===== src/design/assert_macros.svh =====
`ifndef ASSERT_MACROS_SVH
`define ASSERT_MACROS_SVH

// Same-cycle implication, checked on the rising clock edge outside reset.
`define ASSERT_IMPLIES(label, ante, cons) \
   label: assert property (@(posedge clock) disable iff (reset) (ante) |-> (cons)) \
      else $error("assertion failed");

// Next-cycle implication, checked on the rising clock edge outside reset.
`define ASSERT_NEXT(label, ante, cons) \
   label: assert property (@(posedge clock) disable iff (reset) (ante) |=> (cons)) \
      else $error("assertion failed");

`endif


===== src/design/scl_pkg.sv =====
package scl_pkg;

   localparam int MAX_LEN     = 16;
   localparam int STEP_BITS   = 48;
   localparam int DIGIT_W     = 8;
   localparam int K_W         = 9;
   localparam int MIN_LEN_W   = 5;
   localparam int LEN_W       = $clog2(MAX_LEN + 1);
   localparam int IDX_W       = $clog2(MAX_LEN);
   localparam int BIT_CNT_W   = $clog2(STEP_BITS);
   localparam int REQ_TDATA_W = 8;
   localparam int RSP_TDATA_W = 24;
   localparam int CSR_DATA_W  = 64;
   localparam int CSR_ADDR_W  = 5;
   localparam int REG_IDX_W   = 2;

   localparam logic [REG_IDX_W-1:0] REG_ALPHABET = 2'd0;
   localparam logic [REG_IDX_W-1:0] REG_STEP     = 2'd1;
   localparam logic [REG_IDX_W-1:0] REG_MIN_LEN  = 2'd2;

   localparam logic [K_W-1:0]       ALPHABET_RESET = 9'd26;
   localparam logic [STEP_BITS-1:0] STEP_RESET     = 48'd1;
   localparam logic [MIN_LEN_W-1:0] MIN_LEN_RESET  = 5'd1;

   typedef struct packed {
      logic [K_W-1:0]       alphabet_size;
      logic [STEP_BITS-1:0] step_size;
      logic [MIN_LEN_W-1:0] min_length;
   } cfg_type;

   typedef struct packed {
      logic                 start;
      logic [STEP_BITS-1:0] dividend;
      logic [K_W-1:0]       divisor;
   } div_req_type;

   typedef struct packed {
      logic                 done;
      logic [STEP_BITS-1:0] quotient;
      logic [DIGIT_W-1:0]   remainder;
   } div_rsp_type;

endpackage


===== src/design/shortlex_counter_advance_top.sv =====
// Shortlex start-word counter for splitting a search keyspace into work units.
// Each item on the req channel with advance set returns the current start word
// on the rsp channel, one item per symbol from the leftmost, with tlast on the
// final symbol; an item with advance clear is taken and causes nothing.
// After the last symbol is loaded into the output register the word is advanced
// by step_size in bijective base alphabet_size, one digit at a time from the right.
// Each digit that still sees a carry passes through a bit-serial divider that
// works through the 48-bit carry; digits with no carry left skip the divider.
// After an item is taken the block moves from IDLE to EMIT, which loads each
// symbol into the output register once that register is free; a saturated word
// returns to IDLE from ADV without the digit loop.
// Only one item is in work at a time; req_tready is high while the block is idle.
// A stalled rsp channel holds the output register and pauses symbol emission.
// Reset clears the word, the started and exhausted flags, and loads the
// registers with alphabet_size 26, step_size 1 and min_length 1.
// Registers sit at byte addresses 0, 8 and 16 on the 64-bit APB port.
`include "assert_macros.svh"

module shortlex_counter_advance_top (
   input  logic                               clock,
   input  logic                               reset,
   input  logic                               req_tvalid,
   output logic                               req_tready,
   input  logic [scl_pkg::REQ_TDATA_W-1:0]    req_tdata,   // [0] advance
   output logic                               rsp_tvalid,
   input  logic                               rsp_tready,
   output logic [scl_pkg::RSP_TDATA_W-1:0]    rsp_tdata,   // [7:0] digit, [11:8] position,
                                                           // [16:12] word_length
   output logic                               rsp_tlast,
   output logic                               rsp_tuser,   // [0] exhausted
   input  logic                               csr_psel,
   input  logic                               csr_penable,
   input  logic                               csr_pwrite,
   input  logic [scl_pkg::CSR_ADDR_W-1:0]     csr_paddr,
   input  logic [scl_pkg::CSR_DATA_W-1:0]     csr_pwdata,
   output logic [scl_pkg::CSR_DATA_W-1:0]     csr_prdata,
   output logic                               csr_pready
);
   import scl_pkg::*;

   logic [K_W-1:0]       alphabet_ff;
   logic [STEP_BITS-1:0] step_ff;
   logic [MIN_LEN_W-1:0] min_len_ff;
   logic [REG_IDX_W-1:0] reg_idx;
   logic                 wr_en;
   cfg_type              cfg;
   logic [DIGIT_W-1:0]   digit;
   logic [IDX_W-1:0]     position;
   logic [LEN_W-1:0]     word_length;

   assign csr_pready = 1'b1;
   assign reg_idx    = csr_paddr[CSR_ADDR_W-1:3];
   assign wr_en      = csr_psel && csr_penable && csr_pwrite && csr_pready;

   always_ff @(posedge clock) begin
      if (reset) begin
         alphabet_ff <= ALPHABET_RESET;
         step_ff     <= STEP_RESET;
         min_len_ff  <= MIN_LEN_RESET;
      end else if (wr_en) begin
         case (reg_idx)
            REG_ALPHABET: alphabet_ff <= csr_pwdata[K_W-1:0];
            REG_STEP:     step_ff     <= csr_pwdata[STEP_BITS-1:0];
            REG_MIN_LEN:  min_len_ff  <= csr_pwdata[MIN_LEN_W-1:0];
            default:      ;
         endcase
      end
   end

   always_comb begin
      case (reg_idx)
         REG_ALPHABET: csr_prdata = CSR_DATA_W'(alphabet_ff);
         REG_STEP:     csr_prdata = CSR_DATA_W'(step_ff);
         REG_MIN_LEN:  csr_prdata = CSR_DATA_W'(min_len_ff);
         default:      csr_prdata = '0;
      endcase
   end

   assign cfg.alphabet_size = alphabet_ff;
   assign cfg.step_size     = step_ff;
   assign cfg.min_length    = min_len_ff;

   scl_ctrl u_ctrl (
      .clock           (clock),
      .reset           (reset),
      .cfg             (cfg),
      .req_tvalid      (req_tvalid),
      .req_tready      (req_tready),
      .req_advance     (req_tdata[0]),
      .rsp_tvalid      (rsp_tvalid),
      .rsp_tready      (rsp_tready),
      .rsp_digit       (digit),
      .rsp_position    (position),
      .rsp_word_length (word_length),
      .rsp_last        (rsp_tlast),
      .rsp_exhausted   (rsp_tuser)
   );

   assign rsp_tdata = {{(RSP_TDATA_W - DIGIT_W - IDX_W - LEN_W){1'b0}},
                       word_length, position, digit};

   `ASSERT_IMPLIES(a_pos_in_word, rsp_tvalid, (word_length != '0) && (LEN_W'(position) < word_length))
   `ASSERT_IMPLIES(a_last_at_end, rsp_tvalid && rsp_tlast, (LEN_W'(position) + 1'b1) == word_length)
   `ASSERT_IMPLIES(a_exh_full, rsp_tvalid && rsp_tuser, word_length == LEN_W'(MAX_LEN))
   `ASSERT_NEXT(a_busy_after_req, req_tvalid && req_tready && req_tdata[0], !req_tready)

endmodule


===== src/design/scl_div.sv =====
module scl_div (
   input  logic                 clock,
   input  logic                 reset,
   input  scl_pkg::div_req_type div_req,
   output scl_pkg::div_rsp_type div_rsp
);
   import scl_pkg::*;

   logic [STEP_BITS-1:0] quo_ff, quo_in;
   logic [DIGIT_W-1:0]   rem_ff, rem_in;
   logic [BIT_CNT_W-1:0] cnt_ff, cnt_in;
   logic                 busy_ff, busy_in;
   logic                 done_ff, done_in;
   logic [K_W-1:0]       shifted;
   logic [K_W-1:0]       diff;
   logic                 fits;

   assign shifted = {rem_ff, quo_ff[STEP_BITS-1]};
   assign fits    = (shifted >= div_req.divisor);
   assign diff    = shifted - div_req.divisor;

   always_comb begin
      quo_in  = quo_ff;
      rem_in  = rem_ff;
      cnt_in  = cnt_ff;
      busy_in = busy_ff;
      done_in = 1'b0;
      if (div_req.start) begin
         quo_in  = div_req.dividend;
         rem_in  = '0;
         cnt_in  = '0;
         busy_in = 1'b1;
      end else if (busy_ff) begin
         quo_in = {quo_ff[STEP_BITS-2:0], fits};
         rem_in = fits ? diff[DIGIT_W-1:0] : shifted[DIGIT_W-1:0];
         cnt_in = cnt_ff + 1'b1;
         if (cnt_ff == BIT_CNT_W'(STEP_BITS - 1)) begin
            busy_in = 1'b0;
            done_in = 1'b1;
         end
      end
   end

   always_ff @(posedge clock) begin
      if (reset) begin
         busy_ff <= 1'b0;
         done_ff <= 1'b0;
         cnt_ff  <= '0;
      end else begin
         busy_ff <= busy_in;
         done_ff <= done_in;
         cnt_ff  <= cnt_in;
      end
      quo_ff <= quo_in;
      rem_ff <= rem_in;
   end

   assign div_rsp.done      = done_ff;
   assign div_rsp.quotient  = quo_ff;
   assign div_rsp.remainder = rem_ff;

endmodule


===== src/design/scl_ctrl.sv =====
module scl_ctrl (
   input  logic                          clock,
   input  logic                          reset,
   input  scl_pkg::cfg_type              cfg,
   input  logic                          req_tvalid,
   output logic                          req_tready,
   input  logic                          req_advance,
   output logic                          rsp_tvalid,
   input  logic                          rsp_tready,
   output logic [scl_pkg::DIGIT_W-1:0]   rsp_digit,
   output logic [scl_pkg::IDX_W-1:0]     rsp_position,
   output logic [scl_pkg::LEN_W-1:0]     rsp_word_length,
   output logic                          rsp_last,
   output logic                          rsp_exhausted
);
   import scl_pkg::*;

   localparam logic [2:0] S_IDLE  = 3'd0;
   localparam logic [2:0] S_EMIT  = 3'd1;
   localparam logic [2:0] S_ADV   = 3'd2;
   localparam logic [2:0] S_DIGIT = 3'd3;
   localparam logic [2:0] S_DIVD  = 3'd4;
   localparam logic [2:0] S_EXT   = 3'd5;
   localparam logic [2:0] S_DIVE  = 3'd6;

   logic [2:0]           state_ff, state_in;
   logic [DIGIT_W-1:0]   digits_ff [MAX_LEN];
   logic [DIGIT_W-1:0]   digits_in [MAX_LEN];
   logic [LEN_W-1:0]     len_ff, len_in;
   logic [LEN_W-1:0]     idx_ff, idx_in;
   logic                 started_ff, started_in;
   logic                 sat_ff, sat_in;
   logic [STEP_BITS-1:0] carry_ff, carry_in;
   logic [K_W-1:0]       k_ff, k_in;
   logic [DIGIT_W-1:0]   b_ff, b_in;

   logic                 out_valid_ff, out_valid_in;
   logic [DIGIT_W-1:0]   out_digit_ff, out_digit_in;
   logic [IDX_W-1:0]     out_pos_ff, out_pos_in;
   logic [LEN_W-1:0]     out_len_ff, out_len_in;
   logic                 out_last_ff, out_last_in;
   logic                 out_exh_ff, out_exh_in;

   logic [K_W-1:0]       k_clamped;
   logic [LEN_W-1:0]     min_clamped;
   logic [LEN_W-1:0]     emit_sum;
   logic [LEN_W-1:0]     adv_sum;
   logic [IDX_W-1:0]     adv_idx;
   logic [IDX_W-1:0]     rd_idx;
   logic [DIGIT_W-1:0]   rd_digit;
   logic [DIGIT_W-1:0]   k_top;
   logic [DIGIT_W-1:0]   b_clamped;
   logic [K_W-1:0]       t_sum;
   logic [K_W-1:0]       t_fix;
   logic [K_W-1:0]       d_ext;
   logic                 slot_free;
   logic                 emit_last;
   div_req_type          div_req;
   div_rsp_type          div_rsp;

   scl_div u_div (
      .clock   (clock),
      .reset   (reset),
      .div_req (div_req),
      .div_rsp (div_rsp)
   );

   always_comb begin
      if (cfg.alphabet_size < K_W'(2)) begin
         k_clamped = K_W'(2);
      end else if (cfg.alphabet_size > K_W'(256)) begin
         k_clamped = K_W'(256);
      end else begin
         k_clamped = cfg.alphabet_size;
      end
      if (cfg.min_length == '0) begin
         min_clamped = LEN_W'(1);
      end else if (LEN_W'(cfg.min_length) > LEN_W'(MAX_LEN)) begin
         min_clamped = LEN_W'(MAX_LEN);
      end else begin
         min_clamped = LEN_W'(cfg.min_length);
      end
   end

   assign emit_sum  = LEN_W'(MAX_LEN) - len_ff + idx_ff;
   assign adv_sum   = LEN_W'(MAX_LEN - 1) - idx_ff;
   assign adv_idx   = adv_sum[IDX_W-1:0];
   assign rd_idx    = (state_ff == S_EMIT) ? emit_sum[IDX_W-1:0] : adv_idx;
   assign rd_digit  = digits_ff[rd_idx];
   assign k_top     = DIGIT_W'(k_ff - 1'b1);
   assign b_clamped = ({1'b0, rd_digit} > (k_ff - 1'b1)) ? k_top : rd_digit;
   assign t_sum     = K_W'(b_ff) + K_W'(1) + K_W'(div_rsp.remainder);
   assign t_fix     = (t_sum > k_ff) ? (t_sum - k_ff) : t_sum;
   assign d_ext     = (div_rsp.remainder == '0) ? k_ff : K_W'(div_rsp.remainder);
   assign slot_free = !out_valid_ff || rsp_tready;
   assign emit_last = ((idx_ff + 1'b1) == len_ff);

   always_comb begin
      state_in     = state_ff;
      digits_in    = digits_ff;
      len_in       = len_ff;
      idx_in       = idx_ff;
      started_in   = started_ff;
      sat_in       = sat_ff;
      carry_in     = carry_ff;
      k_in         = k_ff;
      b_in         = b_ff;
      out_valid_in = out_valid_ff && !rsp_tready;
      out_digit_in = out_digit_ff;
      out_pos_in   = out_pos_ff;
      out_len_in   = out_len_ff;
      out_last_in  = out_last_ff;
      out_exh_in   = out_exh_ff;
      div_req.start    = 1'b0;
      div_req.dividend = carry_ff;
      div_req.divisor  = k_ff;
      req_tready   = (state_ff == S_IDLE);

      case (state_ff)
         S_IDLE: begin
            if (req_tvalid && req_advance) begin
               if (!started_ff) begin
                  for (int i = 0; i < MAX_LEN; i++) begin
                     digits_in[i] = '0;
                  end
                  len_in     = min_clamped;
                  started_in = 1'b1;
               end
               idx_in   = '0;
               state_in = S_EMIT;
            end
         end
         S_EMIT: begin
            if (slot_free) begin
               out_valid_in = 1'b1;
               out_digit_in = rd_digit;
               out_pos_in   = idx_ff[IDX_W-1:0];
               out_len_in   = len_ff;
               out_last_in  = emit_last;
               out_exh_in   = sat_ff;
               idx_in       = idx_ff + 1'b1;
               if (emit_last) begin
                  idx_in   = '0;
                  state_in = S_ADV;
               end
            end
         end
         S_ADV: begin
            k_in     = k_clamped;
            carry_in = cfg.step_size;
            idx_in   = '0;
            if (sat_ff) begin
               for (int i = 0; i < MAX_LEN; i++) begin
                  digits_in[i] = DIGIT_W'(k_clamped - 1'b1);
               end
               len_in   = LEN_W'(MAX_LEN);
               state_in = S_IDLE;
            end else begin
               state_in = S_DIGIT;
            end
         end
         S_DIGIT: begin
            if (idx_ff == len_ff) begin
               state_in = S_EXT;
            end else if (carry_ff == '0) begin
               digits_in[adv_idx] = b_clamped;
               idx_in = idx_ff + 1'b1;
            end else begin
               b_in          = b_clamped;
               div_req.start = 1'b1;
               state_in      = S_DIVD;
            end
         end
         S_DIVD: begin
            if (div_rsp.done) begin
               digits_in[adv_idx] = DIGIT_W'(t_fix - 1'b1);
               carry_in = (t_sum > k_ff) ? (div_rsp.quotient + 1'b1) : div_rsp.quotient;
               idx_in   = idx_ff + 1'b1;
               state_in = S_DIGIT;
            end
         end
         S_EXT: begin
            if (carry_ff == '0) begin
               len_in   = idx_ff;
               state_in = S_IDLE;
            end else if (idx_ff == LEN_W'(MAX_LEN)) begin
               for (int i = 0; i < MAX_LEN; i++) begin
                  digits_in[i] = k_top;
               end
               len_in   = LEN_W'(MAX_LEN);
               sat_in   = 1'b1;
               state_in = S_IDLE;
            end else begin
               div_req.start = 1'b1;
               state_in      = S_DIVE;
            end
         end
         S_DIVE: begin
            if (div_rsp.done) begin
               digits_in[adv_idx] = DIGIT_W'(d_ext - 1'b1);
               carry_in = (div_rsp.remainder == '0) ? (div_rsp.quotient - 1'b1)
                                                    : div_rsp.quotient;
               idx_in   = idx_ff + 1'b1;
               state_in = S_EXT;
            end
         end
         default: begin
            state_in = S_IDLE;
         end
      endcase
   end

   always_ff @(posedge clock) begin
      if (reset) begin
         state_ff     <= S_IDLE;
         len_ff       <= '0;
         idx_ff       <= '0;
         started_ff   <= 1'b0;
         sat_ff       <= 1'b0;
         out_valid_ff <= 1'b0;
      end else begin
         state_ff     <= state_in;
         len_ff       <= len_in;
         idx_ff       <= idx_in;
         started_ff   <= started_in;
         sat_ff       <= sat_in;
         out_valid_ff <= out_valid_in;
      end
      digits_ff    <= digits_in;
      carry_ff     <= carry_in;
      k_ff         <= k_in;
      b_ff         <= b_in;
      out_digit_ff <= out_digit_in;
      out_pos_ff   <= out_pos_in;
      out_len_ff   <= out_len_in;
      out_last_ff  <= out_last_in;
      out_exh_ff   <= out_exh_in;
   end

   assign rsp_tvalid      = out_valid_ff;
   assign rsp_digit       = out_digit_ff;
   assign rsp_position    = out_pos_ff;
   assign rsp_word_length = out_len_ff;
   assign rsp_last        = out_last_ff;
   assign rsp_exhausted   = out_exh_ff;

endmodule

===== config.mk =====
export PLATFORM = sky130hd
export DESIGN_NAME = shortlex_counter_advance_top
export DESIGN_NICKNAME = d
export VERILOG_FILES = /design/src/design/scl_pkg.sv /design/src/design/shortlex_counter_advance_top.sv /design/src/design/scl_div.sv /design/src/design/scl_ctrl.sv
export VERILOG_INCLUDE_DIRS = /design/src /design/src/design
export SDC_FILE = /design/constraint.sdc
export NUM_CORES = 1
export LEC_CHECK = 0
export ABC_AREA = 1
export BUFFER_PORTS_ARGS = -buffer_cell sky130_fd_sc_hd__buf_2
export CORE_MARGIN = 3
export CORE_UTILIZATION = 45
export DETAILED_ROUTE_END_ITERATION = 8
export MAX_ROUTING_LAYER = met4
export PLACE_DENSITY = 0.7
export SYNTH_ARGS = -nofsm -noshare
export SYNTH_HDL_FRONTEND = slang
export SYNTH_HIERARCHICAL = 1
export SYNTH_SLANG_ARGS = --single-unit

===== constraint.sdc =====
create_clock -name clock -period 5.4 [get_ports clock]
set_clock_uncertainty 0.15 [all_clocks]
set_input_delay 0.54 -clock clock [delete_from_list [all_inputs] [get_ports clock]]
set_output_delay 0.54 -clock clock [all_outputs]
set_load 0.02 [all_outputs]

==> results.ini <==
[status]
status = finished, final reports clean

[setup_path]
cpMostUsedCell = nand2_1
cp_max_fo = 16
critPathKind = flop to flop
cp_num_buf_inv = 4
cp_cell_sequence = inv_1 > ha_1 > fa_1 > xnor2_1 > o21ai_4 > inv_2 > nand3_1 > nand3_1 > nand2_1 > inv_2 > ha_1 > a21oi_1 > o21ai_0 > a21boi_0 > o21ai_0 > nand2_1 > nand2_1 > nand2_2 > inv_1 > nand2_1 > nand3_2 > nand3_1 > nand2_1 > nand2_1
rr_worst_depth = 24
cpPeakStageDelay_ps = 430
critPathSlowestCell = dfxtp_1
cp-start-kind = flop
arrival_ps = 5260
cpLargestDelayFamily = simple AND/OR/NAND/NOR gates
cp.depth = 24
cp-end-kind = flop
crit_required_ps = 5690

[sta]
final_hold_viol_count = 0
finalSetupViolations = 0
fmax_ghz = 0.201
layout_min_cycle_time_ps = 4970
final_max_slew_viol_count = 0
rsz0062_at_grt = no
worst_pin_slew_ps = 1130
fin_crit_sh = 0.921
setup_tns_ps = 0
max_slew_margin = 0.248

[finish]
drive_gt1_frac = 0.120
fin_cells = 4595
diodes = 0
fin_nets = 3942
layout_common_cells = 1020 x nand2_1, 548 x nand3_1, 417 x inv_1
final_common_cell = nand2_1
syn_to_final_growth_pct = 10.1

[synthesis]
synth_area_leaders = edfxtp_1 30%, nand2_1 15%, nand3_1 11%
ys_ff_latch = 354
synth_cell_type_count = 66
synth_area_um2 = 25900
syn_area_per_cell_um2 = 6.90
ys_seq_area_frac = 0.374
synth_top_cell_by_area = edfxtp_1
netlist.area_leader.share = 0.302
synthArstFlopShare = 0
yosysWarnings = 6
syn_inst = 3748
ys.flop_type = edfxtp_1
synth-edff-count = 260

[route]
drc = 0
firstDrtPassIters = 6
drt_iter0_markers = 2834
via_count = 25500
via_per_inst = 5.55
drtAntennaViolNets = 0
wl_um = 81000
wl_per_cell_um = 17.6

[power_and_ir_drop]
pwr-share-clk = 0.172
total_power_mw = 17.4
peakVddDrop_uv = 651
power_switching_share = 0.485
p_comb_frac = 0.539
pwr_density_cell_nw_per_um2 = 610
power_switching_mw = 8.43
leakage_nw = 12.8
p_seq_frac = 0.289
p_int_mw = 8.95

[clock_tree]
ctsHoldBuffers = 0
cts_buffer_depth = 3
clk_pin_slew_worst_paths_ps = 60
cts_made_buffers = 43
clock-root-buffer = clkbuf_16
post_cts_resized = 0
cts_setup_buffers = 0
clkLatencyLatePin_ps = 580
cts.sinks = 354
htreeDepth = 2
cts_tree = built

[worst_hold_path]
hp-class = input port to flop
whs_path_depth = 3

[global_routing]
grt_pass1_vias = 23200
gr-usage-all-layers = 0.271
overflow = 0
grt_max_degree = 63
antenna_found_initial = 0
grt_pass1_wl_um = 128000

[placement]
io_buffers = 126
dp.final_hpwl_um = 56500
post-place-cells = 4517
gp_congestion = 0.997

[floorplan]
start_util = 0.457
die_w_um = 246
die_height_um = 246
num_rows = 87
io_pins = 177
die_area_um2 = 60400
coreArea_um2 = 56600

[run]
drv_cap = 0

==> through the flow <==
step | hold WS [ps] | setup WS (ps) | area [um^2] | util
2_1_floorplan | 253 | 62.9 | 26000 | -
3_3_place_gp | 298 | 527 | 27000 | 0.478
3_5_place_dp | 291 | 491 | 27000 | 0.478
4_1_cts | 27.3 | 458 | 28500 | 0.503
5_1_grt | 59.0 | 83.5 | 28500 | 0.503
6_report | 47.2 | 428 | 28500 | 0.503
==> layout make-up <==
| cell class | instances | area, um^2 |
|---|---|---|
| Multi-Input combinational cell | 2789 | 13700 |
| Sequential cell | 354 | 9690 |
| Clock inverter | 29 | 300 |
| Inverter | 434 | 1630 |
| Clock buffer | 49 | 1130 |
| Fill cell | 5677 | 28100 |
| Timing Repair Buffer | 184 | 1130 |
| Tap cell | 756 | 946 |
==> registers in the layout, indices dropped and copies added, names as in the netlist, 9 cells and up <==
name and flops:
step_ff 48, u_ctrl/k_ff 9, u_ctrl/digits_ff 128, u_ctrl/carry_ff 48
alphabet_ff 9, u_ctrl/u_div/quo_ff 48
==> synth_stat cells, drive strengths merged (2+ instances only) <==
| cell type | count |
|---|---|
| a21oi | 102 |
| o21ai | 198 |
| xor2 | 31 |
| xnor2 | 10 |
| o221ai | 3 |
| o21bai | 3 |
| inv | 433 |
| ha | 48 |
| fa | 4 |
| conb | 2 |
| nand3 | 581 |
| nand4 | 34 |
| buf | 117 |
| nor2 | 405 |
| a211o | 5 |
| edfxtp | 260 |
| nand2 | 1040 |
| a22o | 4 |
| nor4 | 28 |
| a31oi | 46 |
| clkbuf | 76 |
| o31ai | 4 |
| and2 | 8 |
| o21a | 3 |
| o211ai | 36 |
| a211oi | 6 |
| nand3b | 7 |
| or2 | 102 |
| nor3 | 44 |
| dfxtp | 94 |
==> worst register-to-register path: cells and delay by family (launching register included) <==
family	cells	cell delay, ps
AO/OA/AOI/OAI	5	620
XOR/XNOR	1	260
adder cells (fa/ha/maj)	3	920
buffers and inverters	4	920
flip-flops	1	430
AND/OR/NAND/NOR	11	1520
==> path summary, 6_finish.rpt <==
check | slack, ps | to | from
worst max-delay path | 430 | u_ctrl/digits_ff[76] | u_ctrl/idx_ff[0]
worst max register to register | 430 | u_ctrl/digits_ff[76] | u_ctrl/idx_ff[0]
worst min-delay path | 50 | alphabet_ff[3] | csr_pwdata[3]
worst min register to register | 310 | u_ctrl/rsp_exhausted | u_ctrl/sat_ff
==> layer usage <==
layer | wire (um) | up-vias | GRT usage
met5 | 0 | - | -
met4 | 1660 | 0 | 0.0689
met3 | 8940 | 122 | 0.0467
met2 | 33900 | 1280 | 0.385
met1 | 36500 | 11700 | 0.398
li1 | - | 12400 | -
==> cells by family after synthesis <==
group | Yosys count | synth area share
fa+ha+maj | 52 | 0.0263
other cells | 2 | 0.000290
xor+xnor | 41 | 0.0142
compound gates | 420 | 0.0928
flops | 354 | 0.374
buf+inv | 627 | 0.104
simple gates | 2252 | 0.388
==> power by group through the flow <==
stage	sequential [mW]	combinational [mW]	clock [mW]
final	5.02	9.37	2.99
after global routing	5.13	10.3	3.13
after CTS	5.01	9.15	3.02
after detailed placement	5.04	9.12	0
after global placement	5.04	8.99	0
after floorplan	4.97	6.60	0
Power figures use the tool's default switching activity.
